### src/rtl/irpwbl_pkg.sv
`timescale 1ns / 1ps
`default_nettype none
// ----------------------------------------------------------------------------
// irpwbl_pkg: shared types and constants of the infrared byte link
// Register indexes, reset values and the configuration bundle.
// ----------------------------------------------------------------------------
package irpwbl_pkg;

	localparam int unsigned CFG_IDX_W = 3;
	localparam int unsigned CFG_DATA_W = 32;

	localparam logic [CFG_IDX_W-1:0] REG_CARRIER_HALF_PERIOD = 3'd0;
	localparam logic [CFG_IDX_W-1:0] REG_BURST_ZERO          = 3'd1;
	localparam logic [CFG_IDX_W-1:0] REG_BURST_ONE           = 3'd2;
	localparam logic [CFG_IDX_W-1:0] REG_QUIET_ZERO          = 3'd3;
	localparam logic [CFG_IDX_W-1:0] REG_QUIET_ONE           = 3'd4;
	localparam logic [CFG_IDX_W-1:0] REG_LOW_TIMEOUT         = 3'd5;

	localparam logic [15:0] RST_CARRIER_HALF_PERIOD = 16'd658;
	localparam logic [23:0] RST_BURST_ZERO          = 24'd30000;
	localparam logic [23:0] RST_BURST_ONE           = 24'd15000;
	localparam logic [23:0] RST_QUIET_ZERO          = 24'd30000;
	localparam logic [23:0] RST_QUIET_ONE           = 24'd15000;
	localparam logic [31:0] RST_LOW_TIMEOUT         = 32'd65800000;

	localparam logic [2:0] LAST_BIT_INDEX = 3'd7;

	typedef struct packed {
		logic [15:0] carrier_half_period;
		logic [23:0] burst_zero;
		logic [23:0] burst_one;
		logic [23:0] quiet_zero;
		logic [23:0] quiet_one;
		logic [31:0] low_timeout;
	} cfg_t;

endpackage
`default_nettype wire

### src/rtl/irpwbl_cfg.sv
`timescale 1ns / 1ps
`default_nettype none
// ----------------------------------------------------------------------------
// irpwbl_cfg: configuration register file
// Holds the six timing registers, written through a plain write port.
// ----------------------------------------------------------------------------
module irpwbl_cfg
	import irpwbl_pkg::*;
(
	input  logic                  clk,
	input  logic                  arst_n,
	input  logic                  cfg_we,
	input  logic [CFG_IDX_W-1:0]  cfg_index,
	input  logic [CFG_DATA_W-1:0] cfg_wdata,
	output cfg_t                  cfg
);

	cfg_t regs_q;

	always_ff @(posedge clk or negedge arst_n) begin
		if (!arst_n) begin
			regs_q.carrier_half_period <= RST_CARRIER_HALF_PERIOD;
			regs_q.burst_zero          <= RST_BURST_ZERO;
			regs_q.burst_one           <= RST_BURST_ONE;
			regs_q.quiet_zero          <= RST_QUIET_ZERO;
			regs_q.quiet_one           <= RST_QUIET_ONE;
			regs_q.low_timeout         <= RST_LOW_TIMEOUT;
		end else if (cfg_we) begin
			unique case (cfg_index)
				REG_CARRIER_HALF_PERIOD: regs_q.carrier_half_period <= cfg_wdata[15:0];
				REG_BURST_ZERO:          regs_q.burst_zero <= cfg_wdata[23:0];
				REG_BURST_ONE:           regs_q.burst_one <= cfg_wdata[23:0];
				REG_QUIET_ZERO:          regs_q.quiet_zero <= cfg_wdata[23:0];
				REG_QUIET_ONE:           regs_q.quiet_one <= cfg_wdata[23:0];
				REG_LOW_TIMEOUT:         regs_q.low_timeout <= cfg_wdata;
				default: begin
				end
			endcase
		end
	end

	assign cfg = regs_q;

endmodule
`default_nettype wire

### src/rtl/irpwbl_tx.sv
`timescale 1ns / 1ps
`default_nettype none
// ----------------------------------------------------------------------------
// irpwbl_tx: pulse-width transmitter
// Lead-in, carrier burst and quiet gap sequencing, advanced one tick per item.
// ----------------------------------------------------------------------------
module irpwbl_tx
	import irpwbl_pkg::*;
(
	input  logic       clk,
	input  logic       arst_n,
	input  logic       step,
	input  cfg_t       cfg,
	input  logic       tx_start,
	input  logic [7:0] tx_byte,
	output logic       tx_level,
	output logic       tx_busy
);

	localparam logic [1:0] PH_IDLE  = 2'd0;
	localparam logic [1:0] PH_LEAD  = 2'd1;
	localparam logic [1:0] PH_BURST = 2'd2;
	localparam logic [1:0] PH_GAP   = 2'd3;

	logic [1:0]  ph_q, ph_d;
	logic [24:0] el_q, el_d;
	logic [15:0] ct_q, ct_d;
	logic        out_q, out_d;
	logic [7:0]  sh_q, sh_d;
	logic [2:0]  idx_q, idx_d;

	logic [24:0] lead_len;
	logic [16:0] half_len;
	logic [25:0] el_inc;
	logic [16:0] ct_inc;
	logic        cur_bit;
	logic [23:0] burst_len;
	logic [23:0] quiet_len;
	logic        adv_bit;

	assign lead_len = {1'b0, cfg.quiet_zero} + {1'b0, cfg.burst_zero};
	assign half_len = (cfg.carrier_half_period == 16'd0) ? 17'd1
		: {1'b0, cfg.carrier_half_period};

	always_comb begin
		ph_d = ph_q;
		el_d = el_q;
		ct_d = ct_q;
		out_d = out_q;
		sh_d = sh_q;
		idx_d = idx_q;
		tx_level = 1'b0;
		adv_bit = 1'b0;

		if (ph_q == PH_IDLE && tx_start) begin
			sh_d = tx_byte;
			idx_d = 3'd0;
			if (lead_len == 25'd0) begin
				ph_d = PH_BURST;
				el_d = 25'd0;
				ct_d = 16'd0;
				out_d = 1'b1;
			end else begin
				ph_d = PH_LEAD;
				el_d = 25'd0;
			end
		end

		tx_busy = (ph_d != PH_IDLE);
		cur_bit = sh_d[idx_d];
		burst_len = cur_bit ? cfg.burst_one : cfg.burst_zero;
		quiet_len = cur_bit ? cfg.quiet_one : cfg.quiet_zero;
		el_inc = {1'b0, el_d} + 26'd1;
		ct_inc = {1'b0, ct_d} + 17'd1;

		unique case (ph_d)
			PH_IDLE: begin
			end
			PH_LEAD: begin
				el_d = el_inc[24:0];
				if (el_inc >= {1'b0, lead_len}) begin
					ph_d = PH_BURST;
					el_d = 25'd0;
					ct_d = 16'd0;
					out_d = 1'b1;
				end
			end
			PH_BURST: begin
				tx_level = out_d;
				el_d = el_inc[24:0];
				ct_d = ct_inc[15:0];
				if (ct_inc >= half_len) begin
					ct_d = 16'd0;
					out_d = ~out_d;
					if (out_d && el_inc >= {2'b00, burst_len}) begin
						out_d = 1'b0;
						if (quiet_len == 24'd0) begin
							adv_bit = 1'b1;
						end else begin
							ph_d = PH_GAP;
							el_d = 25'd0;
						end
					end
				end
			end
			PH_GAP: begin
				el_d = el_inc[24:0];
				if (el_inc >= {2'b00, quiet_len}) begin
					adv_bit = 1'b1;
				end
			end
		endcase

		if (adv_bit) begin
			if (idx_d == LAST_BIT_INDEX) begin
				ph_d = PH_IDLE;
				idx_d = 3'd0;
				el_d = 25'd0;
				ct_d = 16'd0;
				out_d = 1'b0;
			end else begin
				idx_d = idx_d + 3'd1;
				ph_d = PH_BURST;
				el_d = 25'd0;
				ct_d = 16'd0;
				out_d = 1'b1;
			end
		end
	end

	always_ff @(posedge clk or negedge arst_n) begin
		if (!arst_n) begin
			ph_q <= PH_IDLE;
			el_q <= 25'd0;
			ct_q <= 16'd0;
			out_q <= 1'b0;
			sh_q <= 8'd0;
			idx_q <= 3'd0;
		end else if (step) begin
			ph_q <= ph_d;
			el_q <= el_d;
			ct_q <= ct_d;
			out_q <= out_d;
			sh_q <= sh_d;
			idx_q <= idx_d;
		end
	end

endmodule
`default_nettype wire

### src/rtl/irpwbl_rx.sv
`timescale 1ns / 1ps
`default_nettype none
// ----------------------------------------------------------------------------
// irpwbl_rx: pulse-width receiver
// Times active-low pulses, decodes bits and assembles bytes LSB first.
// ----------------------------------------------------------------------------
module irpwbl_rx
	import irpwbl_pkg::*;
(
	input  logic       clk,
	input  logic       arst_n,
	input  logic       step,
	input  cfg_t       cfg,
	input  logic       rx_level,
	output logic [7:0] rx_byte,
	output logic       rx_valid,
	output logic       rx_timeout
);

	logic        inp_q, inp_d;
	logic [31:0] cnt_q, cnt_d;
	logic [7:0]  sh_q, sh_d;
	logic [2:0]  idx_q, idx_d;
	logic [7:0]  last_q, last_d;

	logic [24:0] burst_sum;
	logic [23:0] mean;
	logic        bit_val;

	assign burst_sum = {1'b0, cfg.burst_zero} + {1'b0, cfg.burst_one};
	assign mean = burst_sum[24:1];

	always_comb begin
		inp_d = inp_q;
		cnt_d = cnt_q;
		sh_d = sh_q;
		idx_d = idx_q;
		last_d = last_q;
		rx_valid = 1'b0;
		rx_timeout = 1'b0;
		bit_val = (cnt_q < {8'd0, mean});

		if (!rx_level) begin
			if (!inp_q) begin
				inp_d = 1'b1;
				cnt_d = 32'd1;
			end else if (cnt_q != 32'hFFFF_FFFF) begin
				cnt_d = cnt_q + 32'd1;
			end
			if ({1'b0, cnt_d} == ({1'b0, cfg.low_timeout} + 33'd1)) begin
				rx_timeout = 1'b1;
				sh_d = 8'd0;
				idx_d = 3'd0;
			end
		end else if (inp_q) begin
			inp_d = 1'b0;
			if (cnt_q <= cfg.low_timeout) begin
				if (idx_q == 3'd0) begin
					sh_d = 8'd0;
				end
				sh_d[idx_q] = sh_d[idx_q] | bit_val;
				if (idx_q == LAST_BIT_INDEX) begin
					idx_d = 3'd0;
					last_d = sh_d;
					rx_valid = 1'b1;
				end else begin
					idx_d = idx_q + 3'd1;
				end
			end
			cnt_d = 32'd0;
		end
	end

	always_ff @(posedge clk or negedge arst_n) begin
		if (!arst_n) begin
			inp_q <= 1'b0;
			cnt_q <= 32'd0;
			sh_q <= 8'd0;
			idx_q <= 3'd0;
			last_q <= 8'd0;
		end else if (step) begin
			inp_q <= inp_d;
			cnt_q <= cnt_d;
			sh_q <= sh_d;
			idx_q <= idx_d;
			last_q <= last_d;
		end
	end

	assign rx_byte = last_d;

endmodule
`default_nettype wire

### src/rtl/ir_pulse_width_byte_link_top.sv
`timescale 1ns / 1ps
`default_nettype none
// ----------------------------------------------------------------------------
// ir_pulse_width_byte_link_top: infrared byte link, pulse-width coded
// Each input item is one tick of the transmitter and receiver timing.
// ----------------------------------------------------------------------------
// The block takes one item every clock cycle while no result waits for m_axis_tready
// and returns exactly one result item for each, in order; an accepted item is held
// in the input register, passes the single tick of transmitter and receiver logic,
// and its result is held in the result register that drives the master side.
// A result that waits for m_axis_tready keeps the next item in the input register
// and stalls the slave side until it is taken. Configuration registers are written
// through cfg_we, cfg_index and cfg_wdata; the user must write them only while no
// item is in flight, since the block itself does not enforce it.
module ir_pulse_width_byte_link_top
	import irpwbl_pkg::*;
(
	input  logic                  clk,
	input  logic                  arst_n,
	input  logic                  cfg_we,
	input  logic [CFG_IDX_W-1:0]  cfg_index,
	input  logic [CFG_DATA_W-1:0] cfg_wdata,
	input  logic                  s_axis_tvalid,
	output logic                  s_axis_tready,
	// Fields from bit 0: rx_level, tx_start, tx_byte[7:0], zero fill.
	input  logic [15:0]           s_axis_tdata,
	output logic                  m_axis_tvalid,
	input  logic                  m_axis_tready,
	// Fields from bit 0: tx_level, tx_busy, rx_byte[7:0], rx_valid, rx_timeout, zero fill.
	output logic [15:0]           m_axis_tdata
);

	cfg_t cfg;

	logic       valid_s1;
	logic       rx_level_s1;
	logic       tx_start_s1;
	logic [7:0] tx_byte_s1;
	logic       step;
	logic       in_take;

	logic       tx_level;
	logic       tx_busy;
	logic [7:0] rx_byte;
	logic       rx_valid;
	logic       rx_timeout;

	logic        out_valid_q;
	logic [11:0] out_data_q;

	assign step = valid_s1 && (!out_valid_q || m_axis_tready);
	assign s_axis_tready = !valid_s1 || step;
	assign in_take = s_axis_tvalid && s_axis_tready;

	irpwbl_cfg u_cfg (
		.clk       (clk),
		.arst_n    (arst_n),
		.cfg_we    (cfg_we),
		.cfg_index (cfg_index),
		.cfg_wdata (cfg_wdata),
		.cfg       (cfg)
	);

	irpwbl_tx u_tx (
		.clk      (clk),
		.arst_n   (arst_n),
		.step     (step),
		.cfg      (cfg),
		.tx_start (tx_start_s1),
		.tx_byte  (tx_byte_s1),
		.tx_level (tx_level),
		.tx_busy  (tx_busy)
	);

	irpwbl_rx u_rx (
		.clk        (clk),
		.arst_n     (arst_n),
		.step       (step),
		.cfg        (cfg),
		.rx_level   (rx_level_s1),
		.rx_byte    (rx_byte),
		.rx_valid   (rx_valid),
		.rx_timeout (rx_timeout)
	);

	always_ff @(posedge clk or negedge arst_n) begin
		if (!arst_n) begin
			valid_s1 <= 1'b0;
		end else if (in_take) begin
			valid_s1 <= 1'b1;
		end else if (step) begin
			valid_s1 <= 1'b0;
		end
	end

	always_ff @(posedge clk) begin
		if (in_take) begin
			rx_level_s1 <= s_axis_tdata[0];
			tx_start_s1 <= s_axis_tdata[1];
			tx_byte_s1 <= s_axis_tdata[9:2];
		end
	end

	always_ff @(posedge clk or negedge arst_n) begin
		if (!arst_n) begin
			out_valid_q <= 1'b0;
		end else if (step) begin
			out_valid_q <= 1'b1;
		end else if (m_axis_tready) begin
			out_valid_q <= 1'b0;
		end
	end

	always_ff @(posedge clk) begin
		if (step) begin
			out_data_q <= {rx_timeout, rx_valid, rx_byte, tx_busy, tx_level};
		end
	end

	assign m_axis_tvalid = out_valid_q;
	assign m_axis_tdata = {4'd0, out_data_q};

endmodule
`default_nettype wire
### config.mk
export PLATFORM = sky130hd
export DESIGN_NAME = ir_pulse_width_byte_link_top
export DESIGN_NICKNAME = d
export VERILOG_FILES = /design/src/rtl/irpwbl_pkg.sv /design/src/rtl/irpwbl_cfg.sv /design/src/rtl/irpwbl_tx.sv /design/src/rtl/irpwbl_rx.sv /design/src/rtl/ir_pulse_width_byte_link_top.sv
export SDC_FILE = /design/constraint.sdc
export NUM_CORES = 1
export LEC_CHECK = 0
export ABC_AREA = 1
export BUFFER_PORTS_ARGS = -buffer_cell sky130_fd_sc_hd__buf_2
export CAP_MARGIN = 40
export CORE_ASPECT_RATIO = 1.2
export CORE_MARGIN = 5
export CORE_UTILIZATION = 66
export DETAILED_ROUTE_END_ITERATION = 10
export GPL_ROUTABILITY_DRIVEN = 0
export PLACE_DENSITY = 0.86
export SLEW_MARGIN = 20
export SYNTH_ARGS = -nofsm -noshare
export SYNTH_HDL_FRONTEND = slang
export SYNTH_SLANG_ARGS = --single-unit
### constraint.sdc
create_clock -name clk -period 14.3 [get_ports clk]
set_input_delay 0.715 -clock clk [delete_from_list [all_inputs] [get_ports clk]]
set_output_delay 0.715 -clock clk [all_outputs]
set_load 0.02 [all_outputs]
; ---- Yosys cells after proc, flatten, opt, wreduce, memory -nomap -nowiden
; Cells that the tools add are included.
[word_totals]
mem_bits_ro = 0
inputBits = 56
latchBits = 0
ramBits = 0
out_inout_bits = 18
ff_bits = 275
mem_count = 0
[classes]
div_mod_pow = 0
add_sub_neg = 8
reduce_logical = 28
n_eq_ne = 14
muxes = 78
bitwise = 2
order_cmp = 9
n_shift = 0
mul = 0
[ops]
columns = op, n
row1 = two-way mux 32 bit, 5
row2 = two-way mux 25 bit, 6
row3 = two-way mux 8 bit, 13
row4 = two-way mux 16 bit, 6
row5 = case mux 25 bit (3 select lines), 1
row6 = greater-or-equal comparator 26 x 24 -> 1 bit, 2
row7 = adder 24 x 24 -> 25 bit, 2
row8 = two-way mux 24 bit, 2
row9 = adder 32 x 1 -> 33 bit (second input constant), 1
row10 = == test 32 x 33 -> 1 bit, 1
row11 = adder 32 x 1 -> 32 bit (second input constant), 1
row12 = less-or-equal comparator 32 bit, 1
row13 = < comparator 32 x 24 -> 1 bit, 1
row14 = inequality test 32 bit (second input constant), 1
row15 = case mux 16 bit (2 select lines), 1
row16 = adder 25 x 1 -> 26 bit (second input constant), 1
row17 = greater-or-equal comparator 26 x 25 -> 1 bit, 1
row18 = logical NOT 25 bit, 1
row19 = logical NOT 24 bit, 1
row20 = two-way mux 3 bit, 8
row21 = two-way mux 1 bit, 21
row22 = adder 16 x 1 -> 17 bit (second input constant), 1
row23 = greater-or-equal comparator 17 bit, 1
row24 = logical NOT 16 bit, 1
row25 = 26 further kinds, 59

; ---- Depth between registers and ports, before layout
[depth]
ltp_word = 13
depth_mapped = 41
ltp_nobuf = 38

; ---- By module
; From an unflattened synthesis, not the netlist that was laid out.
[unflattened]
hier_cells = 3467
hier_area_um2 = 23332.4
[by_module_without_submodules]
columns = module, seq_area_each_um2, cells_per_inst, n_inst, area_per_inst_um2
row1 = irpwbl_tx, 1376.3, 1504, 1, 9287.7
row2 = irpwbl_rx, 1301.2, 1292, 1, 7602.3
row3 = irpwbl_cfg, 3657.3, 632, 1, 5652.9
row4 = ir_pulse_width_byte_link_top, 710.7, 39, 1, 789.5

; ---- Least setup slack after synthesis
; Ideal clock, no wire load.
[synth_path]
path_kind = register -> register
startpoint = register u_cfg.regs_q, in the netlist u_cfg.cfg[104]
endpoint = register u_tx.ct_q[11]
arrival_ns = 4.837
synth_period_minus_slack_ns = 4.903
slack_ns = 9.397
n_path_buf = 3
required_time_ns = 14.234
path_stages_with_launch = 39
path_cell_list = dfrtp_1 > ha_1 > inv_1 > fa_1 > inv_1 > nand3_1 > nand2_1 > nand3_1 > nand3_1 > nand2_1 > nand3b_1 > nand2_1 > nand2_1 > nor2_1 > nand3_2 > buf_6 > buf_6 > nand2_1 > (+3 left out) > nor2_2 > nand3_1 > xor2_1 > ha_1 > a21oi_1 > nor2_1 > nor2_1 > nand4_1 > nand4_1 > inv_1 > o21bai_1 > nand2_1 > a221oi_1 > nand3_1 > buf_2 > o21ai_0 > o211ai_2 > nand2_1
[synth_via]
elab_chain_len = 10
[synth_rtl]
columns = item, line
row1 = start: declaration, irpwbl_cfg.sv:18  ; cfg_t regs_q;
row2 = branches (longest 9 deep; another with adder 24 x 24 -> 25 bit), -
row3 = two-way mux 16 bit (*), irpwbl_tx.sv:114  ; if (adv_bit) begin
row4 = end signal: assignment, irpwbl_tx.sv:142  ; ct_q <= ct_d;
row5 = end: declaration, irpwbl_tx.sv:27  ; logic [15:0] ct_q, ct_d;
; Every way passes the cells marked *.
; A chain may end at the register's enable or synchronous reset.

; ---- Worst setup path in the final report
[layout_path]
startpoint = register u_cfg.regs_q, in the netlist u_cfg.cfg[105]
endpoint = register u_tx.el_q[6]
[layout_via]
elab_chain_len = 10
[layout_rtl]
columns = item, line
row1 = branches (longest 9 deep; another with adder 24 x 24 -> 25 bit), -
row2 = two-way mux 25 bit (*), irpwbl_tx.sv:114
row3 = end signal: assignment, irpwbl_tx.sv:141  ; el_q <= el_d;
row4 = end: declaration, irpwbl_tx.sv:26  ; logic [24:0] el_q, el_d;
; Marks and branches as above.

==> impl_metrics.env <==
export IMPL_clockBufferDepth=3
export IMPL_path_max_fanout=30
export IMPL_cts_resized=0
export IMPL_io_pins=74
export IMPL_drt_iter0_drc=2487
export IMPL_whs_ps=25.4
export IMPL_synth_main_ff_cell="dfrtp_1"
export IMPL_die_area_mm2=0.0369
export IMPL_syn_inst=3061
export IMPL_cp_arrival_ps=7390
export IMPL_overflow=0
export IMPL_critPathMostFrequentCell="nand2_1"
export IMPL_multi_input_area_mm2=0.0130
export IMPL_routed_wl_mm=61.1
export IMPL_finClkSkew_ps=13.4
export IMPL_cts_tree="built"
export IMPL_critPathKind="register to register"
export IMPL_layout_area_seq_mm2=0.00705
export IMPL_antenna_found_initial=0
export IMPL_syn_area_mm2=0.0219
export IMPL_powerDensity_mw_per_mm2=181
export IMPL_ys_seq_elements=275
export IMPL_clock_fmax_ghz=0.146
export IMPL_io_buffers=63
export IMPL_grt_total_usage=0.325
export IMPL_maxSlewHeadroom=0.503
export IMPL_cp_start_kind="register"
export IMPL_layout_commonest_cell="nand2_1"
export IMPL_setup_tns_final_ps=0
export IMPL_synth_edff_count=22
export IMPL_hold_viol=0
export IMPL_drive_gt1_frac=0.0826
export IMPL_initial_utilization=0.663
export IMPL_period_share=0.480
export IMPL_yosysWarnings=0
export IMPL_area_growth_pct=7.76
export IMPL_insertion_delay_ps=590
export IMPL_clk_pin_slew_worst_paths_ps=60
export IMPL_antenna_left=0
export IMPL_route_detailed_wl_per_inst_um=17.1
export IMPL_seq_area_frac_synth=0.322
export IMPL_dp_hpwl_mm=45.7
export IMPL_tightest_slew_ps=740
export IMPL_placed_cells=3503
export IMPL_numCtsBuffers=30
export IMPL_setup_viol=0
export IMPL_fp_row_count=73
export IMPL_num_fill_cells=2534
export IMPL_grt_max_degree=140
export IMPL_vdd_drop_max_mv=0.129
export IMPL_clock_sinks=275
export IMPL_firstDrtPassIters=6
export IMPL_cp_slowest_stage_delay_ps=570
export IMPL_remaining_drc_errors=0
export IMPL_die_y_um=209
export IMPL_min_period_ps=6860
export IMPL_end_kind="register"
export IMPL_cp_slowest_cell="nand3_2"
export IMPL_rsz0062_at_grt="false"
export IMPL_cellLeakagePower_nw=12.0
export IMPL_vias_per_cell=6.02
export IMPL_grt_pass1_wl_mm=100
export IMPL_outcome="finished, final reports clean"
export IMPL_cap_viol_max_count=0
export IMPL_fin_cells=3562
export IMPL_antenna_diode_count=0
export IMPL_synth_cell_types=63
export IMPL_coreArea_mm2=0.0330
export IMPL_post_synth_cell_area_avg_um2=7.14
export IMPL_grt_pass1_vias=21100
export IMPL_htree_levels=1
export IMPL_p_total_w=0.00425
export IMPL_cts_root_buf="clkbuf_16"
export IMPL_required_ps=14820
export IMPL_hold_path_class="primary input to asynchronous set/reset pin"
export IMPL_hold_buffers=0
export IMPL_dr_total_vias=21500
export IMPL_finalMaxSlewViolations=0
export IMPL_mostFrequentLayoutCells="nand2_1 (945), inv_1 (360), nor2_1 (211)"
export IMPL_postCtsSetupBuffers=0
export IMPL_synth_async_reset_ratio=0.920
export IMPL_die_x_um=176
export IMPL_final_nets=3350
[cells by family (layout without fill, tap and decap cells)]
logic type | count (synthesis) | count (layout) | synth area share
adder cells (fa/ha/maj) | 206 | 206 | 0.119
AND/OR/NAND/NOR | 1495 | 1495 | 0.292
XOR/XNOR | 124 | 124 | 0.0497
buffers and inverters | 462 | 510 | 0.0860
AO/OA/AOI/OAI | 469 | 469 | 0.117
multiplexers | 29 | 29 | 0.0137
other | 1 | 4 | 0.000172
flip-flops | 275 | 275 | 0.322
[cell usage after synthesis (8+ instances only)]
library cell / count / area, µm²
nor3_1: 55 / 275
nand2_2: 11 / 68.8
nand3_1: 132 / 661
dfrtp_1: 210 / 5260
xnor2_1: 23 / 201
nand4_1: 55 / 344
dfstp_2: 43 / 1130
ha_1: 204 / 2550
nor4_1: 17 / 106
buf_2: 9 / 45.0
a21oi_1: 164 / 821
edfxtp_1: 22 / 661
o21ai_0: 206 / 1030
xor2_1: 101 / 885
nand3b_1: 15 / 113
nor3_2: 11 / 110
o22ai_1: 32 / 200
clkbuf_1: 60 / 225
inv_1: 360 / 1350
o21ai_1: 10 / 50.1
nor2_2: 9 / 56.3
o211ai_1: 11 / 82.6
nor2_1: 211 / 792
nand3_2: 9 / 90.1
o21a_1: 8 / 60.1
buf_6: 12 / 135
nand2_1: 947 / 3550
mux2i_1: 22 / 220
[flip-flops by register name (all words and copies together), names as in the netlist, 2 cells and up]
name	cells
u_rx.last_q	8
out_data_q	12
u_rx.sh_q	8
u_cfg.cfg	144
u_rx.idx_q	3
u_tx.ct_q	16
u_tx.el_q	25
tx_byte_s1	8
u_tx.ph_q	2
u_rx.cnt_q	32
u_tx.sh_q	8
u_tx.idx_q	3
[cell type report]
| cell class | instances | area share |
|---|---|---|
| clock buffer | 41 | 0.0367 |
| clock inverter | 15 | 0.00653 |
| inverter | 370 | 0.0590 |
| multi-input combinational | 2327 | 0.550 |
| sequential | 275 | 0.299 |
| tap | 450 | 0.0239 |
| timing repair buffer | 84 | 0.0245 |
[critical path: cells and delay by family (launching register included)]
family	cells	cell delay [ps]
AO/OA/AOI/OAI	4	990
XOR/XNOR	1	240
adder cells (fa/ha/maj)	3	960
buffers and inverters	4	440
flip-flops	1	540
AND/OR/NAND/NOR	25	3590
[metrics by stage]
| stage | util | setup WS, ps | instance area [µm²] |
|---|---|---|---|
| after floorplan | - | 9400 | 21900 |
| after CTS | 0.712 | 7630 | 23500 |
| after global routing | 0.714 | 7010 | 23600 |
| after detailed placement | 0.681 | 7670 | 22500 |
| after global placement | 0.679 | 7800 | 22400 |
| final | 0.714 | 7440 | 23600 |
[report_power, final]
group	internal [W]	total [W]	leakage [nW]	switching (W)
sequential	0.000968	0.00113	3.37	0.000165
combinational	0.000804	0.00232	8.16	0.00151
clock	0.000462	0.000805	0.503	0.000344
[worst paths after layout]
check / start / endpoint / slack (ps) / cells past startpoint
max in group asynchronous: arst_n / u_cfg.cfg[40] / 12670 / 3
max reg2reg: u_cfg.cfg[105] / u_tx.el_q[6] / 7440 / 37
max: u_cfg.cfg[105] / u_tx.el_q[6] / 7440 / 37
min in group clk: s_axis_tdata[6] / tx_byte_s1[4] / 290 / 1
min: arst_n / u_rx.last_q[6] / 30 / 1
min reg2reg: u_rx.sh_q[6] / u_rx.sh_q[6] / 480 / 2
[metal layers]
metal  track usage  part of all wire  up-vias
li1              -                 -    10100
met1         0.396              0.38     9914
met2         0.554              0.47     1146
met3        0.0449             0.088      299
met4         0.179             0.061        0
met5             0                 0        -
(Power assumes the default switching activity.)
